`src/hdl/dfr_pkg.sv`:
```
`default_nettype none
// ----------------------------------------------------------------------------
// dfr_pkg
// Shared types and constants of the command frame deframer.
// ----------------------------------------------------------------------------
package dfr_pkg;

  localparam int unsigned SET_FIELDS = 3;
  localparam int unsigned KEPT_BYTES = 3;

  localparam logic [7:0] HEADER_RESET = 8'hAA;
  localparam logic [7:0] TAIL_RESET   = 8'h55;
  localparam logic [7:0] LIMIT_RESET  = 8'd59;

  localparam logic [7:0] CMD_QUERY = 8'h01;
  localparam logic [7:0] CMD_SET   = 8'h02;

  typedef enum logic [1:0] {
    REG_HEADER = 2'd0,
    REG_TAIL   = 2'd1,
    REG_LIMIT  = 2'd2
  } reg_index_t;

  typedef enum logic [2:0] {
    PH_IDLE = 3'd0,
    PH_CMD  = 3'd1,
    PH_LEN  = 3'd2,
    PH_DATA = 3'd3,
    PH_SUM  = 3'd4,
    PH_TAIL = 3'd5
  } phase_t;

  typedef enum logic [2:0] {
    ST_QUERY_OK  = 3'd0,
    ST_SET_OK    = 3'd1,
    ST_SET_SHORT = 3'd2,
    ST_UNKNOWN   = 3'd3,
    ST_BAD_SUM   = 3'd4,
    ST_BAD_TAIL  = 3'd5,
    ST_TOO_LONG  = 3'd6
  } status_t;

  typedef struct packed {
    logic [7:0] header_value;
    logic [7:0] tail_value;
    logic [7:0] payload_limit;
  } cfg_t;

  typedef struct packed {
    status_t    status;
    logic [7:0] command_code;
    logic [7:0] payload_length;
    logic       light_on;
    logic       water_on;
    logic       buzzer_on;
    logic       auto_mode;
  } result_t;

endpackage
`default_nettype wire

```
`src/hdl/command_frame_deframer_core.sv`:
```
`default_nettype none
// ----------------------------------------------------------------------------
// command_frame_deframer_core
// Byte stream frame parser: header, command, length, payload, checksum, tail.
//
// Input channel (in_valid, in_stall, rx_byte) takes one received byte per
// transaction. Output channel (out_valid, out_stall and the status fields)
// delivers one status transaction per finished or aborted frame; bytes that
// end no frame give none. Configuration writes (cfg_valid, cfg_ready,
// cfg_index, cfg_data) set header byte, tail byte and payload limit;
// cfg_ready is always high.
// Each byte passes an input register and then the parser into the result
// register, so a status is registered after the tail (or length) byte has
// passed the parser. One byte is taken per cycle while the output side
// does not stall. While a result waits under out_stall the byte in the input
// register is held and in_stall rises; in_stall stays low otherwise.
// Synchronous reset returns the parser to header hunting, empties both
// registers, sets the flags off with auto mode on and loads the default
// header 0xAA, tail 0x55 and limit 59.
// ----------------------------------------------------------------------------
module command_frame_deframer_core
  import dfr_pkg::*;
(
  input  wire logic       clk,
  input  wire logic       rst,
  input  wire logic       in_valid,
  output logic            in_stall,
  input  wire logic [7:0] rx_byte,
  output logic            out_valid,
  input  wire logic       out_stall,
  output logic [2:0]      status,
  output logic [7:0]      command_code,
  output logic [7:0]      payload_length,
  output logic            light_on,
  output logic            water_on,
  output logic            buzzer_on,
  output logic            auto_mode,
  input  wire logic       cfg_valid,
  output logic            cfg_ready,
  input  wire logic [1:0] cfg_index,
  input  wire logic [7:0] cfg_data
);

  cfg_t       cfg;
  logic       byte_valid;
  logic [7:0] byte_reg;
  logic       step;
  logic       out_free;
  logic       res_valid;
  result_t    res;
  result_t    res_reg;

  // input register
  assign step     = byte_valid && out_free;
  assign in_stall = byte_valid && !out_free;

  always_ff @(posedge clk) begin
    if (rst) begin
      byte_valid <= 1'b0;
    end else if (in_valid && !in_stall) begin
      byte_valid <= 1'b1;
    end else if (step) begin
      byte_valid <= 1'b0;
    end
  end

  always_ff @(posedge clk) begin
    if (in_valid && !in_stall) begin
      byte_reg <= rx_byte;
    end
  end

  dfr_cfg_regs u_cfg (
    .clk       (clk),
    .rst       (rst),
    .cfg_valid (cfg_valid),
    .cfg_ready (cfg_ready),
    .cfg_index (cfg_index),
    .cfg_data  (cfg_data),
    .cfg       (cfg)
  );

  dfr_parser u_parser (
    .clk       (clk),
    .rst       (rst),
    .cfg       (cfg),
    .step      (step),
    .byte_in   (byte_reg),
    .res_valid (res_valid),
    .res       (res)
  );

  dfr_out_reg u_out (
    .clk       (clk),
    .rst       (rst),
    .load      (step && res_valid),
    .res_in    (res),
    .free      (out_free),
    .out_valid (out_valid),
    .out_stall (out_stall),
    .res_out   (res_reg)
  );

  assign status         = res_reg.status;
  assign command_code   = res_reg.command_code;
  assign payload_length = res_reg.payload_length;
  assign light_on       = res_reg.light_on;
  assign water_on       = res_reg.water_on;
  assign buzzer_on      = res_reg.buzzer_on;
  assign auto_mode      = res_reg.auto_mode;

endmodule
`default_nettype wire

```
`src/hdl/dfr_cfg_regs.sv`:
```
`default_nettype none
// ----------------------------------------------------------------------------
// dfr_cfg_regs
// Configuration registers: header byte, tail byte and payload length limit.
// ----------------------------------------------------------------------------
module dfr_cfg_regs
  import dfr_pkg::*;
(
  input  wire logic       clk,
  input  wire logic       rst,
  input  wire logic       cfg_valid,
  output logic            cfg_ready,
  input  wire logic [1:0] cfg_index,
  input  wire logic [7:0] cfg_data,
  output cfg_t            cfg
);

  assign cfg_ready = 1'b1;

  always_ff @(posedge clk) begin
    if (rst) begin
      cfg.header_value  <= HEADER_RESET;
      cfg.tail_value    <= TAIL_RESET;
      cfg.payload_limit <= LIMIT_RESET;
    end else if (cfg_valid && cfg_ready) begin
      unique case (reg_index_t'(cfg_index))
        REG_HEADER: cfg.header_value  <= cfg_data;
        REG_TAIL:   cfg.tail_value    <= cfg_data;
        REG_LIMIT:  cfg.payload_limit <= cfg_data;
        default: ;
      endcase
    end
  end

endmodule
`default_nettype wire

```
`src/hdl/dfr_parser.sv`:
```
`default_nettype none
// ----------------------------------------------------------------------------
// dfr_parser
// Frame state machine with running sum, kept payload flags and control flags.
// Processes one byte per strobe and reports a status at frame end or abort.
// ----------------------------------------------------------------------------
module dfr_parser
  import dfr_pkg::*;
(
  input  wire logic       clk,
  input  wire logic       rst,
  input  wire cfg_t       cfg,
  input  wire logic       step,
  input  wire logic [7:0] byte_in,
  output logic            res_valid,
  output result_t         res
);

  phase_t                  phase, phase_next;
  logic [7:0]              running_sum, running_sum_next;
  logic [7:0]              frame_command, frame_command_next;
  logic [7:0]              frame_length, frame_length_next;
  logic [7:0]              payload_count, payload_count_next;
  logic [7:0]              received_checksum, received_checksum_next;
  logic [KEPT_BYTES-1:0]   kept_nz, kept_nz_next;
  logic [2:0]              manual_flags, manual_flags_next;
  logic                    auto_flag, auto_flag_next;
  logic [7:0]              count_inc;
  status_t                 status;

  assign count_inc = payload_count + 8'd1;

  // next state
  always_comb begin
    phase_next = PH_IDLE;
    unique case (phase)
      PH_CMD:  phase_next = PH_LEN;
      PH_LEN: begin
        if (byte_in > cfg.payload_limit) begin
          phase_next = PH_IDLE;
        end else if (byte_in == 8'd0) begin
          phase_next = PH_SUM;
        end else begin
          phase_next = PH_DATA;
        end
      end
      PH_DATA: phase_next = (count_inc >= frame_length) ? PH_SUM : PH_DATA;
      PH_SUM:  phase_next = PH_TAIL;
      PH_TAIL: phase_next = PH_IDLE;
      default: phase_next = (byte_in == cfg.header_value) ? PH_CMD : PH_IDLE;
    endcase
  end

  // data path and result
  always_comb begin
    running_sum_next       = running_sum;
    frame_command_next     = frame_command;
    frame_length_next      = frame_length;
    payload_count_next     = payload_count;
    received_checksum_next = received_checksum;
    kept_nz_next           = kept_nz;
    manual_flags_next      = manual_flags;
    auto_flag_next         = auto_flag;
    res_valid              = 1'b0;
    status                 = ST_QUERY_OK;
    unique case (phase)
      PH_CMD: begin
        frame_command_next = byte_in;
        running_sum_next   = running_sum + byte_in;
      end
      PH_LEN: begin
        frame_length_next  = byte_in;
        payload_count_next = 8'd0;
        running_sum_next   = running_sum + byte_in;
        if (byte_in > cfg.payload_limit) begin
          res_valid = 1'b1;
          status    = ST_TOO_LONG;
        end
      end
      PH_DATA: begin
        if (payload_count < 8'(KEPT_BYTES)) begin
          kept_nz_next[payload_count[1:0]] = (byte_in != 8'd0);
        end
        running_sum_next   = running_sum + byte_in;
        payload_count_next = count_inc;
      end
      PH_SUM: received_checksum_next = byte_in;
      PH_TAIL: begin
        res_valid = 1'b1;
        if (byte_in != cfg.tail_value) begin
          status = ST_BAD_TAIL;
        end else if (running_sum != received_checksum) begin
          status = ST_BAD_SUM;
        end else if (frame_command == CMD_QUERY) begin
          status = ST_QUERY_OK;
        end else if (frame_command != CMD_SET) begin
          status = ST_UNKNOWN;
        end else if (frame_length < 8'(SET_FIELDS)) begin
          status = ST_SET_SHORT;
        end else begin
          status            = ST_SET_OK;
          manual_flags_next = kept_nz;
          auto_flag_next    = 1'b0;
        end
      end
      default: begin
        if (byte_in == cfg.header_value) begin
          running_sum_next       = byte_in;
          frame_command_next     = 8'd0;
          frame_length_next      = 8'd0;
          payload_count_next     = 8'd0;
          received_checksum_next = 8'd0;
          kept_nz_next           = '0;
        end
      end
    endcase
    res.status         = status;
    res.command_code   = frame_command_next;
    res.payload_length = frame_length_next;
    res.light_on       = manual_flags_next[0];
    res.water_on       = manual_flags_next[1];
    res.buzzer_on      = manual_flags_next[2];
    res.auto_mode      = auto_flag_next;
  end

  always_ff @(posedge clk) begin
    if (rst) begin
      phase             <= PH_IDLE;
      running_sum       <= 8'd0;
      frame_command     <= 8'd0;
      frame_length      <= 8'd0;
      payload_count     <= 8'd0;
      received_checksum <= 8'd0;
      manual_flags      <= 3'd0;
      auto_flag         <= 1'b1;
    end else if (step) begin
      phase             <= phase_next;
      running_sum       <= running_sum_next;
      frame_command     <= frame_command_next;
      frame_length      <= frame_length_next;
      payload_count     <= payload_count_next;
      received_checksum <= received_checksum_next;
      manual_flags      <= manual_flags_next;
      auto_flag         <= auto_flag_next;
    end
  end

  always_ff @(posedge clk) begin
    if (step) begin
      kept_nz <= kept_nz_next;
    end
  end

endmodule
`default_nettype wire

```
`src/hdl/dfr_out_reg.sv`:
```
`default_nettype none
// ----------------------------------------------------------------------------
// dfr_out_reg
// Result register of the output channel with valid/stall flow control.
// ----------------------------------------------------------------------------
module dfr_out_reg
  import dfr_pkg::*;
(
  input  wire logic    clk,
  input  wire logic    rst,
  input  wire logic    load,
  input  wire result_t res_in,
  output logic         free,
  output logic         out_valid,
  input  wire logic    out_stall,
  output result_t      res_out
);

  assign free = !out_valid || !out_stall;

  always_ff @(posedge clk) begin
    if (rst) begin
      out_valid <= 1'b0;
    end else if (load) begin
      out_valid <= 1'b1;
    end else if (!out_stall) begin
      out_valid <= 1'b0;
    end
  end

  always_ff @(posedge clk) begin
    if (load) begin
      res_out <= res_in;
    end
  end

endmodule
`default_nettype wire

```
`config.mk`:
```
export PLATFORM = sky130hd
export DESIGN_NAME = command_frame_deframer_core
export DESIGN_NICKNAME = d
export VERILOG_FILES = /design/src/hdl/dfr_pkg.sv /design/src/hdl/command_frame_deframer_core.sv /design/src/hdl/dfr_cfg_regs.sv /design/src/hdl/dfr_parser.sv /design/src/hdl/dfr_out_reg.sv
export SDC_FILE = /design/constraint.sdc
export NUM_CORES = 1
export LEC_CHECK = 0
export CAP_MARGIN = 20
export CELL_PAD_IN_SITES_DETAIL_PLACEMENT = 0
export CELL_PAD_IN_SITES_GLOBAL_PLACEMENT = 2
export CORE_AREA = 8 8 127 129
export CTS_CLUSTER_DIAMETER = 150
export CTS_CLUSTER_SIZE = 10
export DETAILED_ROUTE_END_ITERATION = 12
export DIE_AREA = 0 0 135 137
export DONT_BUFFER_PORTS = 1
export PLACE_DENSITY = 0.75
export SYNTH_ARGS = -nofsm -noshare
export SYNTH_HDL_FRONTEND = slang
export SYNTH_SLANG_ARGS = --single-unit
```
`constraint.sdc`:
```
create_clock -name clk -period 3.4 [get_ports clk]
set_input_delay 0.85 -clock clk [delete_from_list [all_inputs] [get_ports clk]]
set_output_delay 0.85 -clock clk [all_outputs]
set_load 0.01 [all_outputs]
```
==> flow_summary.toml <==
[run_status]
status = "complete, no violations"

[drt]
viasPerCell = 5.502
wl_um = 14110
num_vias = 4154
ant_nets = 0
first_pass_iters = 4
drt_iter0_drc = 240
drc = 0
routedWlPerCell_um = 18.68

[clock_tree]
cts_resized = 0
cts-root-buf = "clkbuf_16"
clock-sinks = 107
htree_levels = 3
post_cts_buffers = 0
cts_tree = "built"
clockBufferDepth = 2
cts_buffers = 9
clk_latency_ps = 350
clkTransAtPathRegs_ps = 70
cts_hold_buf = 0

[setup_path]
crit_buf_inv = 0
worstSetupEndpointType = "register"
critical_path_required_ps = 3490
slowest_delay_ps = 660
start_kind = "register"
crit_chain = "xor2_1, nor4_1, nand2_1, nor4b_4, mux2_2"
crit_fanout = 11
worstSetupPathType = "reg2reg"
r2r_cells = 5
cp.arrival_ps = 2870
worst_path_max_delay_cell = "edfxtp_1"
crit_cells = 5
crit_family = "simple AND/OR/NAND/NOR gates"

[finish]
regMostFlops = "u_cfg.cfg"
area_growth_pct = 7.600
largest_reg_flops = 24
top_regs = "u_cfg.cfg x24, u_out.res_out x23"
insertedDiodeCount = 0
nNetsFinal = 619
utilization_pct = 41.90
stdcell_area_mm2 = 0.005952
drive_above_1_share_pct = 6.480

[sta]
finalCritPeriodShare_pct = 81.62
layout_min_cycle_time_ps = 2775
hold_viol_final = 0
fin_tns_setup_ps = 0
finalSetupViolCount = 0
rsz0062_at_grt = "false"
slew_headroom_pct = 36.88
worst_slack_ps = 624.9
tightest_slew_ps = 939.6
skew_ps = 7.748
max_freq_mhz = 360.4
drv_slew = 0

[grt]
grt_usage_pct = 15.74
grt_remaining_overflow = 0
grt_max_degree = 49
grt_pass1_wl_um = 22700
grt_pass1_vias = 4088
grt_antenna_before_repair = 0

[power_and_ir_drop]
power.density_mw_per_mm2 = 434.2
p_leak_uw = 0.002257
clkPwrFrac_pct = 37.2
ir_drop_mv = 0.2000
swShare_pct = 24.92
power_uw = 2584
p_switching_uw = 643.9
power_frac_comb_pct = 9.0
seqPwrFrac_pct = 53.9
p_int_uw = 1940

[logic_synthesis]
yosysWarningCount = 0
ys_types = 64
synth-main-ff-cell = "dfxtp_1"
synth_enable_flop_cells = 34
netlist_instances = 578
syn_avg_cell_area_um2 = 9.570
async_reset_ff_share_pct = 0
postSynthRegisterBits = 107
synth_area_mm2 = 0.005532
ys_seq_area_share_pct = 44.88
syn-num-nets = 631

[die]
core_area_mm2 = 0.01420
initial_utilization_pct = 38.94
die_x_um = 135
ios = 49
die_h_um = 137
rows = 44
die_area_mm2 = 0.01850

[placement]
routabilityCongestion = 0.7769
port_buffers = 0
place_area_mm2 = 0.005689
pre_cts_slack_ps = 650.9
dpl.hpwl_um = 10100

[min_path]
hold_depth = 1
hold_class = "reg2reg"

[flow_run]
drv_cap = 0
## layout make-up
class                      instances  area, um^2
clock buffer                      12       236.5
clock inverter                     4       26.28
fill                            1392        8252
inverter                          25       93.84
multi-input combinational        411        2793
sequential                       107        2482
tap                              184       230.2
timing repair buffer              12       90.09
## path summary, 6_finish.rpt
kind / end / start / slack, ps
max: u_out.res_out[3] / byte_reg[5] / 620
min: u_parser.auto_flag / u_parser.auto_flag / 450
max reg2reg: u_out.res_out[3] / byte_reg[5] / 620
min reg2reg: u_parser.auto_flag / u_parser.auto_flag / 450
## stage by stage
step | cells | hold WS, ps
floorplan | 578 | 418.6
CTS | 755 | 452.1
global route | 755 | 476.7
finish | 755 | 449.0
detailed placement | 739 | 436.0
global placement | 739 | 428.8
## worst reg2reg max path, cell delays in order (launching register included)
cell,delay (ps)
edfxtp_1,660
xor2_1,250
nor4_1,460
nand2_1,270
nor4b_4,500
mux2_2,390
## power groups by stage
stage          combinational [uW]  sequential, uW  clock [uW]
2_1_floorplan                 198            1390           0
3_3_place_gp                  230            1420           0
3_5_place_dp                  231            1420           0
4_1_cts                       232            1390         998
5_1_grt                       262            1400        1050
6_report                      232            1390         961
## cells by family (layout without fill, tap and decap cells)
| logic type | count (synthesis) | in the layout | synth area share [%] |
|---|---|---|---|
| AOI/OAI and AO/OA | 145 | 145 | 18.23 |
| xor gates and xnor gates | 32 | 32 | 5.067 |
| adders and majority gates | 30 | 30 | 6.922 |
| buffers and inverters | 60 | 53 | 4.705 |
| DFF | 107 | 107 | 44.88 |
| muxes | 22 | 22 | 4.049 |
| other | 1 | 1 | 0.06779 |
| and+or+nand+nor | 181 | 181 | 16.08 |
## placed cells by master (no fill, tap or decap), types with 5 or more instances in the layout
cell type and n:
a32oi_1 8, nor4_1 8, a22o_1 24, o21ai_0 28, dfxtp_1 73, nor3_1 11, ha_1 29, nand2_1 56
xor2_1 21, and3_1 8, clkbuf_16 9, buf_4 12, o21a_1 6, o31ai_1 5, edfxtp_1 34, mux2i_1 19
o211ai_1 7, a21oi_1 30, nor2_1 54, inv_1 24, a211oi_1 10, xnor2_1 11, nand3_1 11
## Yosys cell counts (18+ instances only)
| library cell | number | area [um^2] |
|---|---|---|
| a21oi_1 | 31 | 155.2 |
| a22o_1 | 24 | 210.2 |
| clkbuf_1 | 18 | 67.56 |
| dfxtp_1 | 73 | 1461 |
| edfxtp_1 | 34 | 1021 |
| ha_1 | 29 | 362.9 |
| inv_1 | 24 | 90.09 |
| mux2i_1 | 19 | 190.2 |
| nand2_1 | 56 | 210.2 |
| nor2_1 | 54 | 202.7 |
| o21ai_0 | 28 | 140.1 |
| xor2_1 | 21 | 183.9 |
## routing by layer
metal / global-route usage (%) / wire (um)
met1: 20.22 / 6761
met2: 25.96 / 6745
met3: 3.120 / 478
met4: 5.244 / 119
met5: 0 / 0
(Power assumes the default switching activity.)
